## src/hw/rtl/mrm_pkg.sv

```systemverilog
// Shared widths, defaults, register codes and control types for the ROI mean block.
package mrm_pkg;

  localparam int PIXEL_W    = 16;
  localparam int MASK_W     = 8;
  localparam int INDEX_W    = 3;
  localparam int MEAN_W     = 24;
  localparam int MASK_LANES = 8;
  localparam int REGIONS_W  = 4;
  localparam int APB_DATA_W = 32;
  localparam int APB_ADDR_W = 3;

  localparam int REGION_COUNT_DEF    = 8;
  localparam int MAX_PIXELS_LOG2_DEF = 20;
  localparam int FRACTION_BITS_DEF   = 8;

  localparam logic [REGIONS_W-1:0] REGIONS_RESET = 4'd8;
  localparam logic                 WIDE_RESET    = 1'b1;
  localparam logic [MEAN_W-1:0]    MEAN_MAX      = {MEAN_W{1'b1}};

  typedef enum logic {
    CFG_REGIONS = 1'b0,
    CFG_WIDE    = 1'b1
  } cfg_reg_e;

  typedef struct packed {
    logic               acc;
    logic               clear;
    logic               div_start;
    logic               load_out;
    logic [INDEX_W-1:0] idx;
    logic               last;
  } cmd_t;

  typedef struct packed {
    logic div_done;
  } status_t;

endpackage

```

## src/hw/rtl/mrm_stream_if.sv

```systemverilog
// Pixel input and region result stream interfaces.
interface mrm_in_if;
  logic                         valid;
  logic                         ready;
  logic [mrm_pkg::PIXEL_W-1:0]  pixel_value;
  logic [mrm_pkg::MASK_W-1:0]   region_mask_bits;
  logic                         last_pixel;

  modport source (output valid, output pixel_value, output region_mask_bits,
                  output last_pixel, input ready);
  modport sink (input valid, input pixel_value, input region_mask_bits,
                input last_pixel, output ready);
endinterface

interface mrm_out_if;
  logic                         valid;
  logic                         ready;
  logic [mrm_pkg::INDEX_W-1:0]  region_index;
  logic [mrm_pkg::MEAN_W-1:0]   mean_value;
  logic                         region_empty;
  logic                         last_region;

  modport source (output valid, output region_index, output mean_value,
                  output region_empty, output last_region, input ready);
  modport sink (input valid, input region_index, input mean_value,
                input region_empty, input last_region, output ready);
endinterface

```

## src/hw/rtl/mrm_divider.sv

```systemverilog
// Restoring bit-serial divider, one quotient bit per cycle.
module mrm_divider #(
  parameter int DIVIDEND_W = 44,
  parameter int DIVISOR_W  = 21
) (
  input  logic                  clk_i,
  input  logic                  rst_ni,
  input  logic                  start_i,
  input  logic [DIVIDEND_W-1:0] dividend_i,
  input  logic [DIVISOR_W-1:0]  divisor_i,
  output logic                  done_o,
  output logic [DIVIDEND_W-1:0] quotient_o
);

  localparam int STEP_W = $clog2(DIVIDEND_W + 1);

  logic [STEP_W-1:0]     step_q, step_d;
  logic                  done_q, done_d;
  logic [DIVIDEND_W-1:0] dvd_q, dvd_d;
  logic [DIVISOR_W-1:0]  rem_q, rem_d;
  logic [DIVISOR_W-1:0]  dvs_q, dvs_d;
  logic [DIVISOR_W:0]    trial;
  logic [DIVISOR_W:0]    diff;
  logic                  qbit;

  always_comb begin
    trial  = {rem_q, dvd_q[DIVIDEND_W-1]};
    diff   = trial - {1'b0, dvs_q};
    qbit   = (trial >= {1'b0, dvs_q});
    step_d = step_q;
    done_d = 1'b0;
    dvd_d  = dvd_q;
    rem_d  = rem_q;
    dvs_d  = dvs_q;
    if (start_i) begin
      step_d = STEP_W'(DIVIDEND_W);
      dvd_d  = dividend_i;
      rem_d  = '0;
      dvs_d  = divisor_i;
    end else if (step_q != '0) begin
      step_d = step_q - 1'b1;
      done_d = (step_q == STEP_W'(1));
      dvd_d  = {dvd_q[DIVIDEND_W-2:0], qbit};
      rem_d  = qbit ? diff[DIVISOR_W-1:0] : trial[DIVISOR_W-1:0];
    end
  end

  always_ff @(posedge clk_i or negedge rst_ni) begin
    if (!rst_ni) begin
      step_q <= '0;
      done_q <= 1'b0;
    end else begin
      step_q <= step_d;
      done_q <= done_d;
    end
  end

  always_ff @(posedge clk_i) begin
    dvd_q <= dvd_d;
    rem_q <= rem_d;
    dvs_q <= dvs_d;
  end

  assign done_o     = done_q;
  assign quotient_o = dvd_q;

endmodule

```

## src/hw/rtl/mrm_datapath.sv

```systemverilog
// Per-region accumulators, mean divider and result register.
module mrm_datapath #(
  parameter int REGION_COUNT    = mrm_pkg::REGION_COUNT_DEF,
  parameter int MAX_PIXELS_LOG2 = mrm_pkg::MAX_PIXELS_LOG2_DEF,
  parameter int FRACTION_BITS   = mrm_pkg::FRACTION_BITS_DEF
) (
  input  logic                           clk_i,
  input  logic                           rst_ni,
  input  mrm_pkg::cmd_t                  cmd_i,
  output mrm_pkg::status_t               status_o,
  input  logic [mrm_pkg::REGIONS_W-1:0]  active_i,
  input  logic                           wide_i,
  input  logic [mrm_pkg::PIXEL_W-1:0]    pixel_i,
  input  logic [mrm_pkg::MASK_W-1:0]     mask_i,
  output logic [mrm_pkg::INDEX_W-1:0]    region_index_o,
  output logic [mrm_pkg::MEAN_W-1:0]     mean_value_o,
  output logic                           region_empty_o,
  output logic                           last_region_o
);

  localparam int LANES = (REGION_COUNT < mrm_pkg::MASK_LANES) ? REGION_COUNT
                                                              : mrm_pkg::MASK_LANES;
  localparam int IDX_W = (LANES > 1) ? $clog2(LANES) : 1;
  localparam int SUM_W = mrm_pkg::PIXEL_W + MAX_PIXELS_LOG2;
  localparam int CNT_W = MAX_PIXELS_LOG2 + 1;
  localparam int DVD_W = SUM_W + FRACTION_BITS;
  localparam int QX_W  = (DVD_W > mrm_pkg::MEAN_W) ? DVD_W : mrm_pkg::MEAN_W + 1;

  logic [SUM_W-1:0] sum_q [LANES];
  logic [CNT_W-1:0] cnt_q [LANES];

  logic [mrm_pkg::PIXEL_W-1:0] pix_eff;
  logic [SUM_W-1:0]            sum_sel;
  logic [CNT_W-1:0]            cnt_sel;
  logic [DVD_W-1:0]            quotient;
  logic [QX_W-1:0]             quot_x;
  logic [mrm_pkg::MEAN_W-1:0]  mean_sat;
  logic                        div_done;

  logic                        empty_q;
  logic [mrm_pkg::INDEX_W-1:0] cur_idx_q;
  logic [mrm_pkg::INDEX_W-1:0] out_idx_q;
  logic [mrm_pkg::MEAN_W-1:0]  out_mean_q;
  logic                        out_empty_q;
  logic                        out_last_q;

  assign pix_eff = wide_i ? pixel_i : {8'd0, pixel_i[7:0]};
  assign sum_sel = sum_q[cmd_i.idx[IDX_W-1:0]];
  assign cnt_sel = cnt_q[cmd_i.idx[IDX_W-1:0]];

  always_ff @(posedge clk_i or negedge rst_ni) begin
    if (!rst_ni) begin
      for (int i = 0; i < LANES; i++) begin
        sum_q[i] <= '0;
        cnt_q[i] <= '0;
      end
    end else if (cmd_i.clear) begin
      for (int i = 0; i < LANES; i++) begin
        sum_q[i] <= '0;
        cnt_q[i] <= '0;
      end
    end else if (cmd_i.acc) begin
      for (int i = 0; i < LANES; i++) begin
        if (mask_i[i] && (mrm_pkg::REGIONS_W'(i) < active_i)
            && !cnt_q[i][MAX_PIXELS_LOG2]) begin
          sum_q[i] <= sum_q[i] + SUM_W'(pix_eff);
          cnt_q[i] <= cnt_q[i] + 1'b1;
        end
      end
    end
  end

  mrm_divider #(
    .DIVIDEND_W (DVD_W),
    .DIVISOR_W  (CNT_W)
  ) u_divider (
    .clk_i      (clk_i),
    .rst_ni     (rst_ni),
    .start_i    (cmd_i.div_start),
    .dividend_i (DVD_W'(sum_sel) << FRACTION_BITS),
    .divisor_i  (cnt_sel),
    .done_o     (div_done),
    .quotient_o (quotient)
  );

  assign quot_x   = QX_W'(quotient);
  assign mean_sat = (|quot_x[QX_W-1:mrm_pkg::MEAN_W]) ? mrm_pkg::MEAN_MAX
                                                       : quot_x[mrm_pkg::MEAN_W-1:0];

  always_ff @(posedge clk_i) begin
    if (cmd_i.div_start) begin
      empty_q   <= (cnt_sel == '0);
      cur_idx_q <= cmd_i.idx;
    end
    if (cmd_i.load_out) begin
      out_idx_q   <= cur_idx_q;
      out_mean_q  <= empty_q ? '0 : mean_sat;
      out_empty_q <= empty_q;
      out_last_q  <= cmd_i.last;
    end
  end

  assign status_o.div_done = div_done;
  assign region_index_o    = out_idx_q;
  assign mean_value_o      = out_mean_q;
  assign region_empty_o    = out_empty_q;
  assign last_region_o     = out_last_q;

endmodule

```

## src/hw/rtl/mrm_ctrl.sv

```systemverilog
// Controller: pixel intake, per-region report sequencing and result handshake.
module mrm_ctrl (
  input  logic                          clk_i,
  input  logic                          rst_ni,
  input  logic                          in_valid_i,
  input  logic                          last_pixel_i,
  output logic                          in_ready_o,
  output logic                          out_valid_o,
  input  logic                          out_ready_i,
  input  logic [mrm_pkg::REGIONS_W-1:0] active_i,
  input  mrm_pkg::status_t              status_i,
  output mrm_pkg::cmd_t                 cmd_o
);

  typedef enum logic [1:0] {
    ST_ACC,
    ST_START,
    ST_DIV,
    ST_WAIT
  } state_e;

  state_e                      state_q, state_d;
  logic [mrm_pkg::INDEX_W-1:0] idx_q, idx_d;
  logic                        out_valid_q, out_valid_d;
  logic                        final_region;

  assign final_region = ((mrm_pkg::REGIONS_W'(idx_q) + 1'b1) == active_i);

  always_comb begin
    cmd_o       = '0;
    state_d     = state_q;
    idx_d       = idx_q;
    out_valid_d = out_valid_q & ~out_ready_i;
    unique case (state_q)
      ST_ACC: begin
        if (in_valid_i) begin
          cmd_o.acc = 1'b1;
          if (last_pixel_i) begin
            if (active_i == '0) begin
              cmd_o.clear = 1'b1;
            end else begin
              idx_d   = '0;
              state_d = ST_START;
            end
          end
        end
      end
      ST_START: begin
        // last pixel is in the accumulators by now
        cmd_o.idx       = idx_q;
        cmd_o.div_start = 1'b1;
        state_d         = ST_DIV;
      end
      ST_DIV: begin
        if (status_i.div_done) begin
          state_d = ST_WAIT;
        end
      end
      ST_WAIT: begin
        if (!out_valid_q || out_ready_i) begin
          cmd_o.load_out = 1'b1;
          cmd_o.last     = final_region;
          out_valid_d    = 1'b1;
          if (final_region) begin
            cmd_o.clear = 1'b1;
            state_d     = ST_ACC;
          end else begin
            idx_d           = idx_q + 1'b1;
            cmd_o.idx       = idx_q + 1'b1;
            cmd_o.div_start = 1'b1;
            state_d         = ST_DIV;
          end
        end
      end
      default: begin
        state_d = ST_ACC;
      end
    endcase
  end

  always_ff @(posedge clk_i or negedge rst_ni) begin
    if (!rst_ni) begin
      state_q     <= ST_ACC;
      idx_q       <= '0;
      out_valid_q <= 1'b0;
    end else begin
      state_q     <= state_d;
      idx_q       <= idx_d;
      out_valid_q <= out_valid_d;
    end
  end

  assign in_ready_o  = (state_q == ST_ACC);
  assign out_valid_o = out_valid_q;

endmodule

```

## src/hw/rtl/masked_roi_mean_intensity.sv

```systemverilog
// Top level: masked region-of-interest mean with APB configuration registers.
// Pixels: one transfer per cycle while the input is ready, accumulated in every active region
// whose mask bit is set and whose count is not full. Last pixel: each active region's mean is
// then computed in turn in the bit-serial divider. Input stalls while the regions are reported,
// also under output back-pressure; the last result may still wait after input resumes.
// Reset: asynchronous, active low; clears accumulators, sets 8 regions and wide pixels.
module masked_roi_mean_intensity #(
  parameter int REGION_COUNT    = mrm_pkg::REGION_COUNT_DEF,
  parameter int MAX_PIXELS_LOG2 = mrm_pkg::MAX_PIXELS_LOG2_DEF,
  parameter int FRACTION_BITS   = mrm_pkg::FRACTION_BITS_DEF
) (
  input  logic                            clk_i,
  input  logic                            rst_ni,
  mrm_in_if.sink                          in_i,
  mrm_out_if.source                       out_o,
  input  logic                            psel,
  input  logic                            penable,
  input  logic                            pwrite,
  input  logic [mrm_pkg::APB_ADDR_W-1:0]  paddr,
  input  logic [mrm_pkg::APB_DATA_W-1:0]  pwdata,
  output logic [mrm_pkg::APB_DATA_W-1:0]  prdata,
  output logic                            pready
);

  localparam int LANES = (REGION_COUNT < mrm_pkg::MASK_LANES) ? REGION_COUNT
                                                              : mrm_pkg::MASK_LANES;

  logic [mrm_pkg::REGIONS_W-1:0] regions_q;
  logic                          wide_q;
  logic [mrm_pkg::REGIONS_W-1:0] active;
  logic                          cfg_write;
  mrm_pkg::cmd_t                 cmd;
  mrm_pkg::status_t              status;

  assign pready    = 1'b1;
  assign cfg_write = psel & penable & pwrite;

  always_ff @(posedge clk_i or negedge rst_ni) begin
    if (!rst_ni) begin
      regions_q <= mrm_pkg::REGIONS_RESET;
      wide_q    <= mrm_pkg::WIDE_RESET;
    end else if (cfg_write) begin
      unique case (mrm_pkg::cfg_reg_e'(paddr[2]))
        mrm_pkg::CFG_REGIONS: regions_q <= pwdata[mrm_pkg::REGIONS_W-1:0];
        mrm_pkg::CFG_WIDE:    wide_q    <= pwdata[0];
        default:              regions_q <= regions_q;
      endcase
    end
  end

  always_comb begin
    unique case (mrm_pkg::cfg_reg_e'(paddr[2]))
      mrm_pkg::CFG_REGIONS: prdata = mrm_pkg::APB_DATA_W'(regions_q);
      mrm_pkg::CFG_WIDE:    prdata = mrm_pkg::APB_DATA_W'(wide_q);
      default:              prdata = '0;
    endcase
  end

  assign active = (regions_q > mrm_pkg::REGIONS_W'(LANES)) ? mrm_pkg::REGIONS_W'(LANES)
                                                           : regions_q;

  mrm_ctrl u_ctrl (
    .clk_i        (clk_i),
    .rst_ni       (rst_ni),
    .in_valid_i   (in_i.valid),
    .last_pixel_i (in_i.last_pixel),
    .in_ready_o   (in_i.ready),
    .out_valid_o  (out_o.valid),
    .out_ready_i  (out_o.ready),
    .active_i     (active),
    .status_i     (status),
    .cmd_o        (cmd)
  );

  mrm_datapath #(
    .REGION_COUNT    (REGION_COUNT),
    .MAX_PIXELS_LOG2 (MAX_PIXELS_LOG2),
    .FRACTION_BITS   (FRACTION_BITS)
  ) u_datapath (
    .clk_i          (clk_i),
    .rst_ni         (rst_ni),
    .cmd_i          (cmd),
    .status_o       (status),
    .active_i       (active),
    .wide_i         (wide_q),
    .pixel_i        (in_i.pixel_value),
    .mask_i         (in_i.region_mask_bits),
    .region_index_o (out_o.region_index),
    .mean_value_o   (out_o.mean_value),
    .region_empty_o (out_o.region_empty),
    .last_region_o  (out_o.last_region)
  );

endmodule

```

## src/flat_wrapper.sv

```systemverilog
// flat-port wrapper written by rule: the top's interface ports become plain ports
module masked_roi_mean_intensity_flat 
#(
  parameter int REGION_COUNT    = mrm_pkg::REGION_COUNT_DEF,
  parameter int MAX_PIXELS_LOG2 = mrm_pkg::MAX_PIXELS_LOG2_DEF,
  parameter int FRACTION_BITS   = mrm_pkg::FRACTION_BITS_DEF
)
  (clk_i, rst_ni, psel, penable, pwrite, paddr, pwdata, prdata, pready, in_i_valid, in_i_pixel_value, in_i_region_mask_bits, in_i_last_pixel, in_i_ready, out_o_valid, out_o_region_index, out_o_mean_value, out_o_region_empty, out_o_last_region, out_o_ready);
  mrm_in_if in_i_i ();
  mrm_out_if out_o_i ();
  input  logic clk_i;
  input  logic rst_ni;
  input  logic psel;
  input  logic penable;
  input  logic pwrite;
  input  logic [mrm_pkg::APB_ADDR_W-1:0] paddr;
  input  logic [mrm_pkg::APB_DATA_W-1:0] pwdata;
  output logic [mrm_pkg::APB_DATA_W-1:0] prdata;
  output logic pready;
  input wire logic [$bits(in_i_i.valid)-1:0] in_i_valid;
  input wire logic [$bits(in_i_i.pixel_value)-1:0] in_i_pixel_value;
  input wire logic [$bits(in_i_i.region_mask_bits)-1:0] in_i_region_mask_bits;
  input wire logic [$bits(in_i_i.last_pixel)-1:0] in_i_last_pixel;
  output wire logic [$bits(in_i_i.ready)-1:0] in_i_ready;
  output wire logic [$bits(out_o_i.valid)-1:0] out_o_valid;
  output wire logic [$bits(out_o_i.region_index)-1:0] out_o_region_index;
  output wire logic [$bits(out_o_i.mean_value)-1:0] out_o_mean_value;
  output wire logic [$bits(out_o_i.region_empty)-1:0] out_o_region_empty;
  output wire logic [$bits(out_o_i.last_region)-1:0] out_o_last_region;
  input wire logic [$bits(out_o_i.ready)-1:0] out_o_ready;
  assign in_i_i.valid = in_i_valid;
  assign in_i_i.pixel_value = in_i_pixel_value;
  assign in_i_i.region_mask_bits = in_i_region_mask_bits;
  assign in_i_i.last_pixel = in_i_last_pixel;
  assign in_i_ready = in_i_i.ready;
  assign out_o_valid = out_o_i.valid;
  assign out_o_region_index = out_o_i.region_index;
  assign out_o_mean_value = out_o_i.mean_value;
  assign out_o_region_empty = out_o_i.region_empty;
  assign out_o_last_region = out_o_i.last_region;
  assign out_o_i.ready = out_o_ready;
  masked_roi_mean_intensity #(.REGION_COUNT(REGION_COUNT), .MAX_PIXELS_LOG2(MAX_PIXELS_LOG2), .FRACTION_BITS(FRACTION_BITS)) u_core (.clk_i(clk_i), .rst_ni(rst_ni), .in_i(in_i_i), .out_o(out_o_i), .psel(psel), .penable(penable), .pwrite(pwrite), .paddr(paddr), .pwdata(pwdata), .prdata(prdata), .pready(pready));
endmodule
```

## config.mk

```make
export PLATFORM = sky130hd
export DESIGN_NAME = masked_roi_mean_intensity_flat
export DESIGN_NICKNAME = d
export VERILOG_FILES = /design/src/hw/rtl/mrm_pkg.sv /design/src/hw/rtl/mrm_stream_if.sv /design/src/hw/rtl/mrm_divider.sv /design/src/hw/rtl/mrm_datapath.sv /design/src/hw/rtl/mrm_ctrl.sv /design/src/hw/rtl/masked_roi_mean_intensity.sv /design/src/flat_wrapper.sv
export SDC_FILE = /design/constraint.sdc
export NUM_CORES = 2
export LEC_CHECK = 0
export BUFFER_PORTS_ARGS = -buffer_cell sky130_fd_sc_hd__buf_2
export CAP_MARGIN = 5
export CORE_MARGIN = 2
export CORE_UTILIZATION = 64
export CTS_CLUSTER_DIAMETER = 100
export DETAILED_ROUTE_END_ITERATION = 10
export PLACE_DENSITY = 0.82
export SLEW_MARGIN = 0
export SYNTH_ARGS = -nofsm -noshare
export SYNTH_HDL_FRONTEND = slang
export SYNTH_SLANG_ARGS = --single-unit
```

## constraint.sdc

```tcl
create_clock -name clk_i -period 5.22 [get_ports clk_i]
set_input_delay 1.044 -clock clk_i [delete_from_list [all_inputs] [get_ports clk_i]]
set_output_delay 1.044 -clock clk_i [all_outputs]
set_load 0.02 [all_outputs]
```

==> summary.txt <==
Clock network
  • Post-CTS sizing: 0
  • CTS tree: built
  • Root Buffer Master: clkbuf_16
  • Hold buffers post-CTS: 0
  • Htree depth: 3
  • Clock tree buffer depth: 3
  • Clock Latency Late Sink: 0.62 ns
  • Post-CTS setup buffer count: 0
  • Clock Sinks: 593
  • Clock transition at path regs: 0.06 ns
  • CTS Buf Count: 68

Die
  • Die Ht: 246 um
  • Starting Density: about 65%
  • IO Count: 131
  • Die area: 60700 um2
  • Die width: 246 um
  • Core footprint: just under 60000 um2
  • Std-Cell Rows: 88

Drt
  • DRC: 0
  • Routed Antenna Nets: 0
  • Via Count: around 34k
  • Vias per cell: around 6.5
  • Avg WL per Cell: 20.8 um
  • Drt first-iter violations: 3797
  • Detailed-route wire length: 107000 um
  • Router iterations before antenna repair: 6

Timing
  • Final Skew: just over 0.03 ns
  • Finish-stage setup viols: 0
  • Slew HR: 22.9%
  • Hold Violations, Final: 0
  • Unrepaired setup endpoints after global routing: no
  • Max Fclk: between 200 and 250 MHz
  • Crit share post-route: 88.4%
  • Max Transition Viols Final: 0
  • Worst-Margin Slew: about 1.2 ns
  • Setup_tns: 0 ns
  • Tmin final: between 4 and 5 ns

Setup path
  • Crit Path Class: reg2reg
  • Critical Path End: u_core.u_datapath.sum_q[213]
  • Reg2Reg Setup Slack: just over 0.6 ns
  • Kind of cell adding the most delay to the critical path: simple AND/OR/NAND/NOR gates
  • R2R Path Start: u_core.u_ctrl.idx_q[0]
  • R2r endpoint: u_core.u_datapath.sum_q[213]
  • Crit. Startpoint: u_core.u_ctrl.idx_q[0]
  • CP max stage delay: 0.92 ns
  • CP max FO: 14
  • CP required: 5.71 ns
  • Slowest-stage cell, CP: nor4b_1
  • Crit path depth: 11
  • Critical path arrival: 5.10 ns
  • Critical Path End Type: flop
  • Worst path cell trace: ha_1, and2b_1, o21ai_0, and2_1, o31a_1, o21ai_1, nor4b_1, nand2_1, nor2_1, a31oi_1, a41o_1
  • Crit path launch type: flop
  • Buf+Inv Stages, Crit Path: 0
  • R2R depth: 11

Run
  • Max_cap viols: 0

Power and ir drop
  • Power density cells: 527 nW/um2
  • Max VDD drop: 428 uV
  • P_leak: 17.9 nW
  • Net Sw Power: about 9.2 mW
  • P_int: approximately 12 mW
  • Clock share of power: between 20 and 25%
  • Reg power frac: 31.1%
  • Combinational cell fraction of total power: a little under half
  • Net Sw Frac: 42.6%

Hold path
  • Worst hold path type: in2async

Final layout
  • Nets: ~4.5k
  • Most common cell after layout, fill and taps aside: nand2_1
  • Finished Core Util: 70.5%
  • Layout cells sized above 1: roughly 7.6%
  • Ant. Diodes: 0
  • # fillers: 4463
  • Most frequent cells in the layout: nand2_1 (687), dfrtp_1 (472), nor2_1 (433)
  • Syn-to-layout area delta: 8.72%
  • Cell Count, Final, Fillers Out: 5124

Yosys
  • Synthesized area per cell: 8.70 um2
  • Main synth FF type: dfrtp_1
  • Synth warn: 0
  • Share of the yosys chip area belonging to registers: just over 40%
  • Register bit total from synthesis: slightly below 600
  • Async SR Flop Fraction: 79.9%
  • Post-Syn Area: 37600 um2
  • Post-synth EDFFs: 90
  • Distinct cells, synth: 100
  • Cells after synthesis: around 4.3k

GRT
  • Grt ovf: 0
  • First-pass GRT wire length: 170000 um
  • Largest net degree at the start of global routing: 211
  • Vias in the first global route: about 31k
  • Total GRT Usage: roughly a third
  • Initial antenna violation count: 1

Status
  • Status: finished clean

Placed design
  • # placed instances: 5000
  • Final Wtd Congestion: between 0.9 and 1
  • HPWL Detailed: 72100 um
  • IO buf count: 71
cells in the mapped netlist, drive strengths merged, types with 56 or more instances:
| master | instances | area, um2 |
|---|---|---|
| xnor2 | 192 | 1680 |
| and3 | 130 | 813 |
| inv | 132 | 498 |
| nand4 | 78 | 488 |
| clkbuf | 190 | 713 |
| a21o | 57 | 428 |
| dfrtp | 472 | 11800 |
| buf | 65 | 469 |
| nand2 | 687 | 2580 |
| ha | 164 | 2050 |
| nor3 | 94 | 470 |
| edfxtp | 90 | 2700 |
| nor2 | 436 | 1640 |
| xor2 | 151 | 1320 |
| or3 | 65 | 407 |
| nand3 | 142 | 711 |
| a31oi | 56 | 350 |
| a21oi | 343 | 1720 |
| o21ai | 138 | 694 |
stage by stage:
step / hold WS, ns / area (um2) / power (mW) / worst slack (ns)
finish: 0.421 / 40900 / 21.6 / 0.608
global route: 0.435 / 40900 / 22.8 / 0.377
CTS: 0.430 / 40900 / 21.4 / 0.767
detailed placement: 0.415 / 38500 / 16.3 / 0.678
global placement: 0.401 / 38500 / 16.1 / 0.660
floorplan: 0.400 / 37700 / 13.6 / 0.909
final cells by class:
class	count	area, um2	share of cell area [%]
flip-flops and latches	593	15100	37.1
clock inverters	26	269	0.658
inverters	134	512	1.25
repair buffers	144	1000	2.45
clock buffers	98	2050	5.02
multi-input cells	3364	20900	51.2
well taps	765	957	2.34
layer usage:
metal	share of wire [%]	vias to the layer above	wire length, um	track usage [%]
met2	45	1666	48000	54.3
met5	0	-	0	0
met3	9.4	292	10000	6.39
met1	41	16300	43900	49.2
li1	-	15300	-	-
met4	4.4	0	4700	15.1
kinds of logic after synthesis:
group | after synthesis | share of synthesized area (%)
other cells | 2 | 0.0200
simple gates | 1861 | 23.4
flops | 593 | 40.3
fa+ha+maj | 173 | 5.94
xor+xnor | 343 | 7.99
buf+inv | 389 | 4.49
compound gates | 892 | 15.2
mux | 66 | 2.70
flip-flops by register name, summed over array words and instances, names as in the netlist:
register,flops
u_core.u_datapath.u_divider.quotient_o,44
u_core.u_datapath.mean_value_o,24
u_core.wide_q,1
u_core.u_datapath.empty_q,1
u_core.u_datapath.region_index_o,3
u_core.u_ctrl.idx_q,3
u_core.u_datapath.cnt_q,168
u_core.u_datapath.last_region_o,1
u_core.u_datapath.u_divider.done_o,1
u_core.u_datapath.cur_idx_q,3
u_core.u_datapath.region_empty_o,1
u_core.regions_q,4
u_core.u_ctrl.out_valid_o,1
u_core.u_datapath.u_divider.rem_q,21
u_core.u_datapath.u_divider.dvs_q,21
u_core.u_datapath.sum_q,288
u_core.u_datapath.u_divider.step_q,6
u_core.u_ctrl.state_q,2
how the worst min path moves through the flow:
stage	to	depth (start not counted)
after floorplan	u_core.u_datapath.region_index_o[0]	0
after global placement	u_core.u_datapath.region_index_o[2]	0
after detailed placement	u_core.u_datapath.region_index_o[0]	0
after CTS	u_core.u_datapath.region_index_o[0]	0
after global routing	u_core.u_datapath.region_index_o[2]	0
final	u_core.u_datapath.sum_q[27]	1
power groups by stage:
stage | Sequential [mW] | Clock (mW) | Combinational [mW]
detailed placement | 6.74 | 0 | 9.60
global placement | 6.71 | 0 | 9.38
global route | 6.81 | 5.18 | 10.8
CTS | 6.66 | 5.00 | 9.69
floorplan | 6.54 | 0 | 7.08
finish | 6.70 | 4.98 | 9.87
Power figures use the tool's default switching activity.
